<file path="src/hdl/atx_pkg.sv">
// shared types, constants and saturation helper for the affine point transform
package atx_pkg;

	localparam int DEF_FRAC_BITS = 16;
	localparam int COORD_W       = 32;
	// widest signed sum of two products plus the shifted offset
	localparam int SUM_W         = 66;
	// signed determinant width
	localparam int DET_W         = 65;
	// magnitude width handed to the saturation helper
	localparam int MAG_W         = 128;
	localparam int QDEPTH        = 4;
	localparam int CFG_IDX_W     = 3;

	localparam logic [CFG_IDX_W-1:0] REG_SCALE_X  = 3'd0;
	localparam logic [CFG_IDX_W-1:0] REG_SHEAR_X  = 3'd1;
	localparam logic [CFG_IDX_W-1:0] REG_OFFSET_X = 3'd2;
	localparam logic [CFG_IDX_W-1:0] REG_SHEAR_Y  = 3'd3;
	localparam logic [CFG_IDX_W-1:0] REG_SCALE_Y  = 3'd4;
	localparam logic [CFG_IDX_W-1:0] REG_OFFSET_Y = 3'd5;

	typedef enum logic {
		OP_FWD = 1'b0,
		OP_INV = 1'b1
	} op_t;

	typedef struct packed {
		op_t                       op;
		logic signed [COORD_W-1:0] px;
		logic signed [COORD_W-1:0] py;
	} atx_item_t;

	typedef struct packed {
		logic signed [COORD_W-1:0] a;
		logic signed [COORD_W-1:0] c;
		logic signed [COORD_W-1:0] tx;
		logic signed [COORD_W-1:0] b;
		logic signed [COORD_W-1:0] d;
		logic signed [COORD_W-1:0] ty;
	} atx_mat_t;

	typedef struct packed {
		logic [COORD_W-1:0] rx;
		logic [COORD_W-1:0] ry;
		logic               sing;
		logic               ovf;
	} atx_res_t;

	typedef struct packed {
		logic               ovf;
		logic [COORD_W-1:0] val;
	} atx_sat_t;

	typedef struct packed {
		logic             negx;
		logic             negy;
		logic [SUM_W-1:0] magx;
		logic [SUM_W-1:0] magy;
		logic [DET_W-1:0] dv;
	} atx_div_req_t;

	typedef struct packed {
		logic div_busy;
		logic s3_issue;
	} atx_stat_t;

	// sign and magnitude to saturated two's complement
	function automatic atx_sat_t atx_saturate(logic neg, logic [MAG_W-1:0] mag);
		logic [MAG_W-1:0] lim;
		atx_sat_t r;
		lim = neg ? MAG_W'(33'h080000000) : MAG_W'(32'h7fffffff);
		if (mag > lim) begin
			r.ovf = 1'b1;
			r.val = neg ? 32'h80000000 : 32'h7fffffff;
		end else begin
			r.ovf = 1'b0;
			r.val = neg ? (32'd0 - mag[COORD_W-1:0]) : mag[COORD_W-1:0];
		end
		return r;
	endfunction

endpackage

</file>
<file path="src/hdl/atx_front.sv">
// front end: accepts input beats, tags the operation and queues them
module atx_front (
	input  logic              clk,
	input  logic              arst_n,
	input  logic              in_valid,
	output logic              in_ready,
	input  logic              opcode,
	input  logic [31:0]       point_x,
	input  logic [31:0]       point_y,
	input  logic              pop,
	output atx_pkg::atx_item_t head,
	output logic              head_valid
);
	import atx_pkg::*;

	localparam int PTR_W = $clog2(QDEPTH);

	atx_item_t        buf_q [QDEPTH];
	logic [PTR_W-1:0] wr_ptr_q;
	logic [PTR_W-1:0] rd_ptr_q;
	logic [PTR_W:0]   cnt_q;
	logic             push;
	logic             do_pop;
	atx_item_t        item;

	// classify and pack the incoming beat
	always_comb begin
		item.op = op_t'(opcode);
		item.px = point_x;
		item.py = point_y;
	end

	assign in_ready   = cnt_q != (PTR_W+1)'(QDEPTH);
	assign head_valid = cnt_q != '0;
	assign head       = buf_q[rd_ptr_q];
	assign push       = in_valid && in_ready;
	assign do_pop     = pop && head_valid;

	// queue storage
	always_ff @(posedge clk) begin
		if (push) begin
			buf_q[wr_ptr_q] <= item;
		end
	end

	// queue pointers and fill count
	always_ff @(posedge clk or negedge arst_n) begin
		if (!arst_n) begin
			wr_ptr_q <= '0;
			rd_ptr_q <= '0;
			cnt_q    <= '0;
		end else begin
			if (push) begin
				wr_ptr_q <= wr_ptr_q + 1'b1;
			end
			if (do_pop) begin
				rd_ptr_q <= rd_ptr_q + 1'b1;
			end
			if (push && !do_pop) begin
				cnt_q <= cnt_q + 1'b1;
			end else if (do_pop && !push) begin
				cnt_q <= cnt_q - 1'b1;
			end
		end
	end

endmodule

</file>
<file path="config.mk">
export PLATFORM = sky130hd
export DESIGN_NAME = atx_front
export DESIGN_NICKNAME = d
export VERILOG_FILES = /design/src/hdl/atx_pkg.sv /design/src/hdl/atx_front.sv
export SDC_FILE = /design/constraint.sdc
export NUM_CORES = 1
export LEC_CHECK = 0
export ABC_CLOCK_PERIOD_IN_PS = 7000
export BUFFER_PORTS_ARGS = -buffer_cell sky130_fd_sc_hd__buf_2
export CORE_MARGIN = 2
export CORE_UTILIZATION = 45
export CTS_CLUSTER_DIAMETER = 200
export CTS_CLUSTER_SIZE = 40
export DETAILED_ROUTE_END_ITERATION = 7
export PLACE_DENSITY = 0.63
export SKIP_LAST_GASP = 1
export SLEW_MARGIN = 20
export SYNTH_ARGS = -nofsm -noshare
export SYNTH_HDL_FRONTEND = slang
export SYNTH_SLANG_ARGS = --single-unit
</file>
<file path="constraint.sdc">
create_clock -name clk -period 7 [get_ports clk]
set_input_delay 0.35 -clock clk [delete_from_list [all_inputs] [get_ports clk]]
set_output_delay 0.35 -clock clk [all_outputs]
set_load 0.01 [all_outputs]
</file>
# --- Yosys cells after proc, flatten, opt, wreduce, memory -nomap -nowiden ---
# Memory sizes are Yosys's and may differ from the RTL's.
# Cells that the tools add are included.
totals:
  elab_cells: 21
  mem_bits_rw: 260
  out_inout_bits: 67
  inputBits: 69
  ff_bits: 7
  memories: 1
memory_table:
  columns: ["memory", "depth", "word_bits", "rd", "rd_clocked_by_memory_dff", "write_ports", "line", "text"]
  rows:
  - ["buf_q", 4, 65, 1, 0, 1, "atx_front.sv:18", "atx_item_t buf_q [QDEPTH];"]
classes:
  eq_ne: 1
  n_reduce_logical: 8
  n_addsub: 4
  n_mux: 4
ops:
  columns: ["cell", "n"]
  rows:
  - ["3-bit two-way mux", 2]
  - ["2-bit by 1-bit adder with 2-bit output (second input constant)", 2]
  - ["1-bit logical AND", 4]
  - ["3-bit by 1-bit adder with 3-bit output (second input constant)", 1]
  - ["3-bit != test (second input constant)", 1]
  - ["3-bit nonzero test", 1]
  - ["3-bit by 1-bit subtractor with 3-bit output (second input constant)", 1]
  - ["1-bit logical NOT", 2]
  - ["1-bit two-way mux", 2]
  - ["2-bit nonzero test", 1]

# --- Longest topological paths before layout ---
# Gate-level depths: netlist of the first run.
depth:
  word_depth: 6
  mapped_depth: 8
  ltp_nobuf: 8

# --- Worst setup path before layout of the first run ---
# No wires, ideal clock.
synth_timing:
  path_type: "reg-to-reg"
  startpoint: "register cnt_q[0]"
  endpoint: "memory buf_q[0][0] (netlist name), enable pin"
  path_buffers: 0
  slack_ns: 4.266
  t_arrival_ns: 2.304
  setup_ns: 0.430
  path_stages_with_launch: 4
  required_ns: 6.570
  synth_period_minus_slack_ns: 2.734
  path_cell_list: "dfrtp_1 -> nor2_1 -> a21boi_2 -> and2_1"
synth_via:
  elab_chain_len: 4
synth_lines:
  columns: ["item", "line", "text"]
  rows:
  - ["start: declaration", "atx_front.sv:21", "logic [PTR_W:0] cnt_q;"]
  - ["start signal: assignment", "atx_front.sv:60", "cnt_q <= cnt_q + 1'b1;"]
  - ["start signal: assignment", "atx_front.sv:62", "cnt_q <= cnt_q - 1'b1;"]
  - ["3-bit != test", "atx_front.sv:33", "assign in_ready = cnt_q != (PTR_W+1)'(QDEPTH);"]
  - ["1-bit logical AND", "atx_front.sv:36", "assign push = in_valid && in_ready;"]
  - ["net push", "atx_front.sv:22", "logic push;"]
  - ["1-bit two-way mux", "atx_front.sv:41", "if (push) begin"]
  - ["1-bit two-way mux (implied by the code)", "atx_front.sv:42", "buf_q[wr_ptr_q] <= item;"]
  - ["end: declaration", "atx_front.sv:18", null]
# The timed path passes the listed nets, and every way through them passes these cells.

==> impl_metrics.tcl, run 1 <==
set metrics [dict create \
    status "finished, final reports clean" \
    fin_setup_tns_ns 0 \
    intPower_mw 3.042 \
    area_delta_synth_final_pct 12.58 \
    hold_path_class "input pin to flop" \
    synth_cell_types 20 \
    chipHeight_um 151.8 \
    final_cell_mix "edfxtp_1 (260), buf_2 (135), mux4_2 (65)" \
    postSynthCellCount 375 \
    end_kind "output pin" \
    path_delay_family "buffers and inverters" \
    firstDrtPassIters 6 \
    slew_viol_final 0 \
    clk_pin_slew_worst_paths_ns 0.13 \
    vias 4175 \
    io_pins 136 \
    final_area_mm2 0.01106 \
    fp.dieW_um 151.8 \
    clkLatencyLatePin_ns 0.49 \
    globalplace.congestion 0.6392 \
    ys_warn_count 0 \
    grt_overflow_total 0 \
    post_cts_buffers 0 \
    rows 54 \
    syn_area_mm2 0.009824 \
    grt_first_pass_wirelength_um 25170 \
    arrival_ns 2.87 \
    drc_errors 0 \
    peakVddDrop_v 0.0002178 \
    rsz0062_at_grt "false" \
    min_period_ns 3.219 \
    fin_skew_ns 0.02040 \
    htree_levels 1 \
    ys_seq_area_frac 0.8125 \
    ys_ff_latch 267 \
    viasPerCell 5.265 \
    start_kind "flop" \
    worstPathMaxFanout 41 \
    cts_root_buf "clkbuf_16" \
    avgRoutedWirePerCell_um 20.85 \
    clockBufferDepth 3 \
    leakagePower_nw 3.683 \
    antenna_found_initial 0 \
    synth_area_per_cell_um2 26.20 \
    drt-total-wl_um 16530 \
    die_area_mm2 0.02303 \
    worstMarginPinSlew_ns 1.034 \
    numCtsBuffers 10 \
    cp_cell_sequence "buf_4 > mux4_2 > buf_2" \
    clock_sinks 267 \
    period_share 0.4598 \
    netSwitchingPower_mw 1.269 \
    maxSlewHeadroom 0.3105 \
    first_global_vias 4466 \
    cts_tree "built" \
    layout-drive-gt1-share 0.4355 \
    placed_area_mm2 0.01073 \
    cp_num_buf_inv 2 \
    finalHoldViolCount 0 \
    first_iter_violations 247 \
    p_per_area_mw_per_mm2 389.8 \
    syn_nets 450 \
    start_util 0.4544 \
    setup_viol 0 \
    critPathSlowestCell "dfrtp_4" \
    p_sw_frac 0.2943 \
    grt_usage 0.1465 \
    grt_max_degree 67 \
    pwr-share-comb 0.295 \
    layout_commonest_cell "edfxtp_1" \
    portBuffers 135 \
    ant_nets 0 \
    max_freq_mhz 310.7 \
    p_clk_frac 0.168 \
    crit_type "flop to output pin" \
    nets 585 \
    critPathRequiredTime_ns 6.65 \
    max_stage_delay_ns 0.81 \
    max_cap_violations 0 \
    core_area_mm2 0.02162 \
    hpwl_um 9534 \
    seq_power_share 0.538 \
]
==> sequential cells by signal (all words and copies together), names as in the netlist <==
| register | flops |
|---|---|
| buf_q | 260 |
| cnt_q | 3 |
| rd_ptr_q | 2 |
| wr_ptr_q | 2 |
==> cells by family after synthesis <==
logic type	share of synthesized area
adder cells (fa/ha/maj)	0.008406
AND/OR/NAND/NOR	0.005222
AO/OA/AOI/OAI	0.001146
buffers and inverters	0.01605
multiplexers	0.1513
flip-flops	0.8125
XOR/XNOR	0.005349
==> routing by layer <==
layer  track usage  vias to the layer above  wire length (µm)
met4       0.03750                        0               249
met2        0.2500                      118              8417
met3       0.02754                       19              1108
met5             0                        -                 0
met1        0.1962                     2191              6757
li1              -                     1847                 -
==> cell usage after synthesis <==
library cell / number / area, µm²
edfxtp_1: 260 / 7807
mux4_2: 65 / 1464
dfrtp_1: 7 / 175.2
buf_2: 5 / 25.02
ha_1: 5 / 62.56
and2_1: 4 / 25.02
buf_12: 4 / 80.08
xnor2_1: 4 / 35.03
buf_4: 3 / 22.52
inv_1: 3 / 11.26
clkbuf_1: 2 / 7.510
mux2_2: 2 / 22.52
nand2_1: 2 / 7.510
nor2_1: 2 / 7.510
xor2_1: 2 / 17.52
a21boi_2: 1 / 11.26
buf_6: 1 / 11.26
fa_1: 1 / 20.02
nand3_1: 1 / 5.000
or3_1: 1 / 6.260
==> power groups by stage <==
stage                     sequential [mW]  clock [mW]  combinational [mW]
final                                2.32       0.724                1.27
after global routing                 2.36       0.799                1.39
after CTS                            2.33       0.751                1.30
after detailed placement             2.37           0                1.30
after global placement               2.35           0                1.30
after floorplan                      2.21           0                1.00
==> what timing repair did <==
action | CTS | global route
resized for setup | 0 | 0
hold buffers | 1 | 0
endpoints found under the hold margin | 7 | 0
==> area by class of cell <==
class                      count  area [µm²]
clock buffer                  13       282.8
antenna                        1       2.502
fill                        1739       10560
inverter                       3       11.26
multi-input combinational     90        1694
clock inverter                 1       16.27
sequential                   267        7990
tap                          280       350.3
timing repair buffer         138       713.2
==> final timing paths <==
kind	start	endpoint	slack, ns	depth (start not counted)
max	rd_ptr_q[0]	head[60]	3.78	3
min	point_y[8]	buf_q[3][8]	0.07	1
max reg2reg	cnt_q[1]	cnt_q[2]	4.83	8
min reg2reg	cnt_q[2]	cnt_q[2]	0.54	1
max in group asynchronous	arst_n	rd_ptr_q[0]	6.57	2
min in group asynchronous	arst_n	rd_ptr_q[1]	0.25	2
==> per-stage QoR <==
stage	hold WS [ns]	worst slack [ns]	utilization	cells	power [mW]
after detailed placement	0.1953	4.181	0.4962	776	3.674
after global placement	0.1883	4.188	0.4962	776	3.646
after global routing	0.04281	3.507	0.5115	792	4.552
after floorplan	0.05441	4.266	-	375	3.215
after CTS	0.05176	3.650	0.5105	791	4.390
final	0.06527	3.781	0.5116	793	4.311
Power figures use the tool's default switching activity.
==> run 2: changes to the inputs <==
--- a/config.mk
+++ b/config.mk
@@ -5,14 +5,14 @@
 export SDC_FILE = /design/constraint.sdc
 export NUM_CORES = 1
 export LEC_CHECK = 0
-export ABC_CLOCK_PERIOD_IN_PS = 7000
+export ABC_CLOCK_PERIOD_IN_PS = 2800
 export BUFFER_PORTS_ARGS = -buffer_cell sky130_fd_sc_hd__buf_2
 export CORE_MARGIN = 2
 export CORE_UTILIZATION = 45
 export CTS_CLUSTER_DIAMETER = 200
 export CTS_CLUSTER_SIZE = 40
 export DETAILED_ROUTE_END_ITERATION = 7
-export PLACE_DENSITY = 0.63
+export PLACE_DENSITY = 0.65
 export SKIP_LAST_GASP = 1
 export SLEW_MARGIN = 20
 export SYNTH_ARGS = -nofsm -noshare
==> constraint.sdc (replaced) <==
create_clock -name clk -period 2.8 [get_ports clk]
set_input_delay 0.14 -clock clk [delete_from_list [all_inputs] [get_ports clk]]
set_output_delay 0.14 -clock clk [all_outputs]
set_load 0.01 [all_outputs]
==> impl_metrics.tcl, run 2 (synthesis results as in run 1) <==
set metrics [dict create \
    status "finished, final reports clean" \
    min_period_ns 2.329 \
    slew_viol_final 0 \
    ctsHoldBuffers 67 \
    end_kind "output pin" \
    peakVddDrop_v 0.0004155 \
    finalHoldViolCount 0 \
    post_cts_buffers 0 \
    fin_skew_ns 0.009409 \
    clock_sinks 267 \
    first_iter_violations 292 \
    final_cell_mix "edfxtp_1 (260), buf_2 (135), dlygate4sd3_1 (67)" \
    reg_top3 "buf_q: 260 flops, cnt_q: 3 flops" \
    max_stage_delay_ns 0.66 \
    reg2reg_depth 8 \
    drc_errors 0 \
    globalplace.congestion 0.6803 \
    cp_num_buf_inv 2 \
    nets 659 \
    critPathRequiredTime_ns 2.66 \
    ant_nets 0 \
    largest_reg_flops 260 \
    grt_overflow_total 0 \
    placed_area_mm2 0.01088 \
    holdWs_ns 0.02619 \
    hold_path_class "input pin to async pin" \
    core_area_mm2 0.02162 \
    maxSlewHeadroom 0.6622 \
    start_kind "flop" \
    r2r-start "cnt_q[1]" \
    path_delay_family "flip-flops" \
    cts_root_buf "clkbuf_16" \
    numCtsBuffers 10 \
    cts_resized 0 \
    rows 54 \
    clockBufferDepth 3 \
    portBuffers 135 \
    fin_setup_tns_ns 0 \
    finish.utilization 0.5483 \
    vias 4498 \
    layout-drive-gt1-share 0.3942 \
    rr_endpoint "cnt_q[2]" \
    final_area_mm2 0.01185 \
    max_freq_mhz 429.5 \
    rsz0062_at_grt "false" \
    cts_tree "built" \
    die_area_mm2 0.02303 \
    worstMarginPinSlew_ns 0.5067 \
    antenna_found_initial 0 \
    avgRoutedWirePerCell_um 19.87 \
    htree_levels 1 \
    crit_type "flop to output pin" \
    firstDrtPassIters 4 \
    chipHeight_um 151.8 \
    clkLatencyLatePin_ns 0.48 \
    start_util 0.4544 \
    hpwl_um 10160 \
    fp.dieW_um 151.8 \
    critPathSlowestCell "dfrtp_4" \
    arrival_ns 2.19 \
    io_pins 136 \
    period_share 0.8316 \
    grt_usage 0.1493 \
    area_delta_synth_final_pct 20.66 \
    worstPathMaxFanout 14 \
    diodes 0 \
    viasPerCell 5.194 \
    clk_pin_slew_worst_paths_ns 0.13 \
    grt_max_degree 66 \
    drt-total-wl_um 17210 \
    rrSetupSlack_ns 0.64 \
    setup_viol 0 \
    cp_cell_sequence "buf_4 > mux4_2 > buf_2" \
    first_global_vias 4849 \
    top_register "buf_q" \
    p_per_area_mw_per_mm2 931.1 \
    layout_commonest_cell "edfxtp_1" \
    grt_first_pass_wirelength_um 26120 \
    max_cap_violations 0 \
    leakagePower_nw 4.023 \
]
run 2: changes by cell type in the layout (fill, tap and decap cells not counted), sizes merged:
cell         previous run  this run
dlygate4sd3             1        67
buf                   137       145
diode                   1         0
run 2: layer usage:
metal	part of all wire	vias to the layer above	GRT usage
li1	-	2000	-
met1	0.42	2358	0.2005
met2	0.51	120	0.2568
met3	0.056	20	0.02874
met4	0.012	0	0.03194
met5	0	-	0
run 2: report_power, final:
group	switching, mW	total [mW]	internal [mW]
Sequential	0.355	5.63	5.28
Clock	1.08	1.82	0.735
Combinational	1.81	3.59	1.78
Total	3.24	11.0	7.79
run 2: worst max-delay path by stage:
stage	from	end	slack, ns	depth (start not counted)
2_1_floorplan	cnt_q[0]	buf_q[2][0]	0.07	3
3_3_place_gp	cnt_q[1]	cnt_q[2]	0.76	8
3_5_place_dp	cnt_q[0]	cnt_q[2]	0.67	8
4_1_cts	rd_ptr_q[0]	head[61]	0.40	3
5_1_grt	rd_ptr_q[0]	head[61]	0.34	3
6_report	rd_ptr_q[0]	head[61]	0.47	3
run 2: through the flow:
stage	setup WS (ns)	total power, mW	instances
after global placement	0.7557	9.254	785
after detailed placement	0.6675	9.364	785
final	0.4714	11.04	866
after CTS	0.4039	11.24	866
after floorplan	0.06615	8.037	375
after global routing	0.3374	11.62	866
run 2: area by class of cell:
class / count / area, µm²
fillers: 1645 / 9767
multi-input cells: 90 / 1694
flip-flops and latches: 267 / 7990
clock buffers: 13 / 282.8
repair buffers: 212 / 1509
well taps: 280 / 350.3
clock inverters: 1 / 16.27
inverters: 3 / 11.26
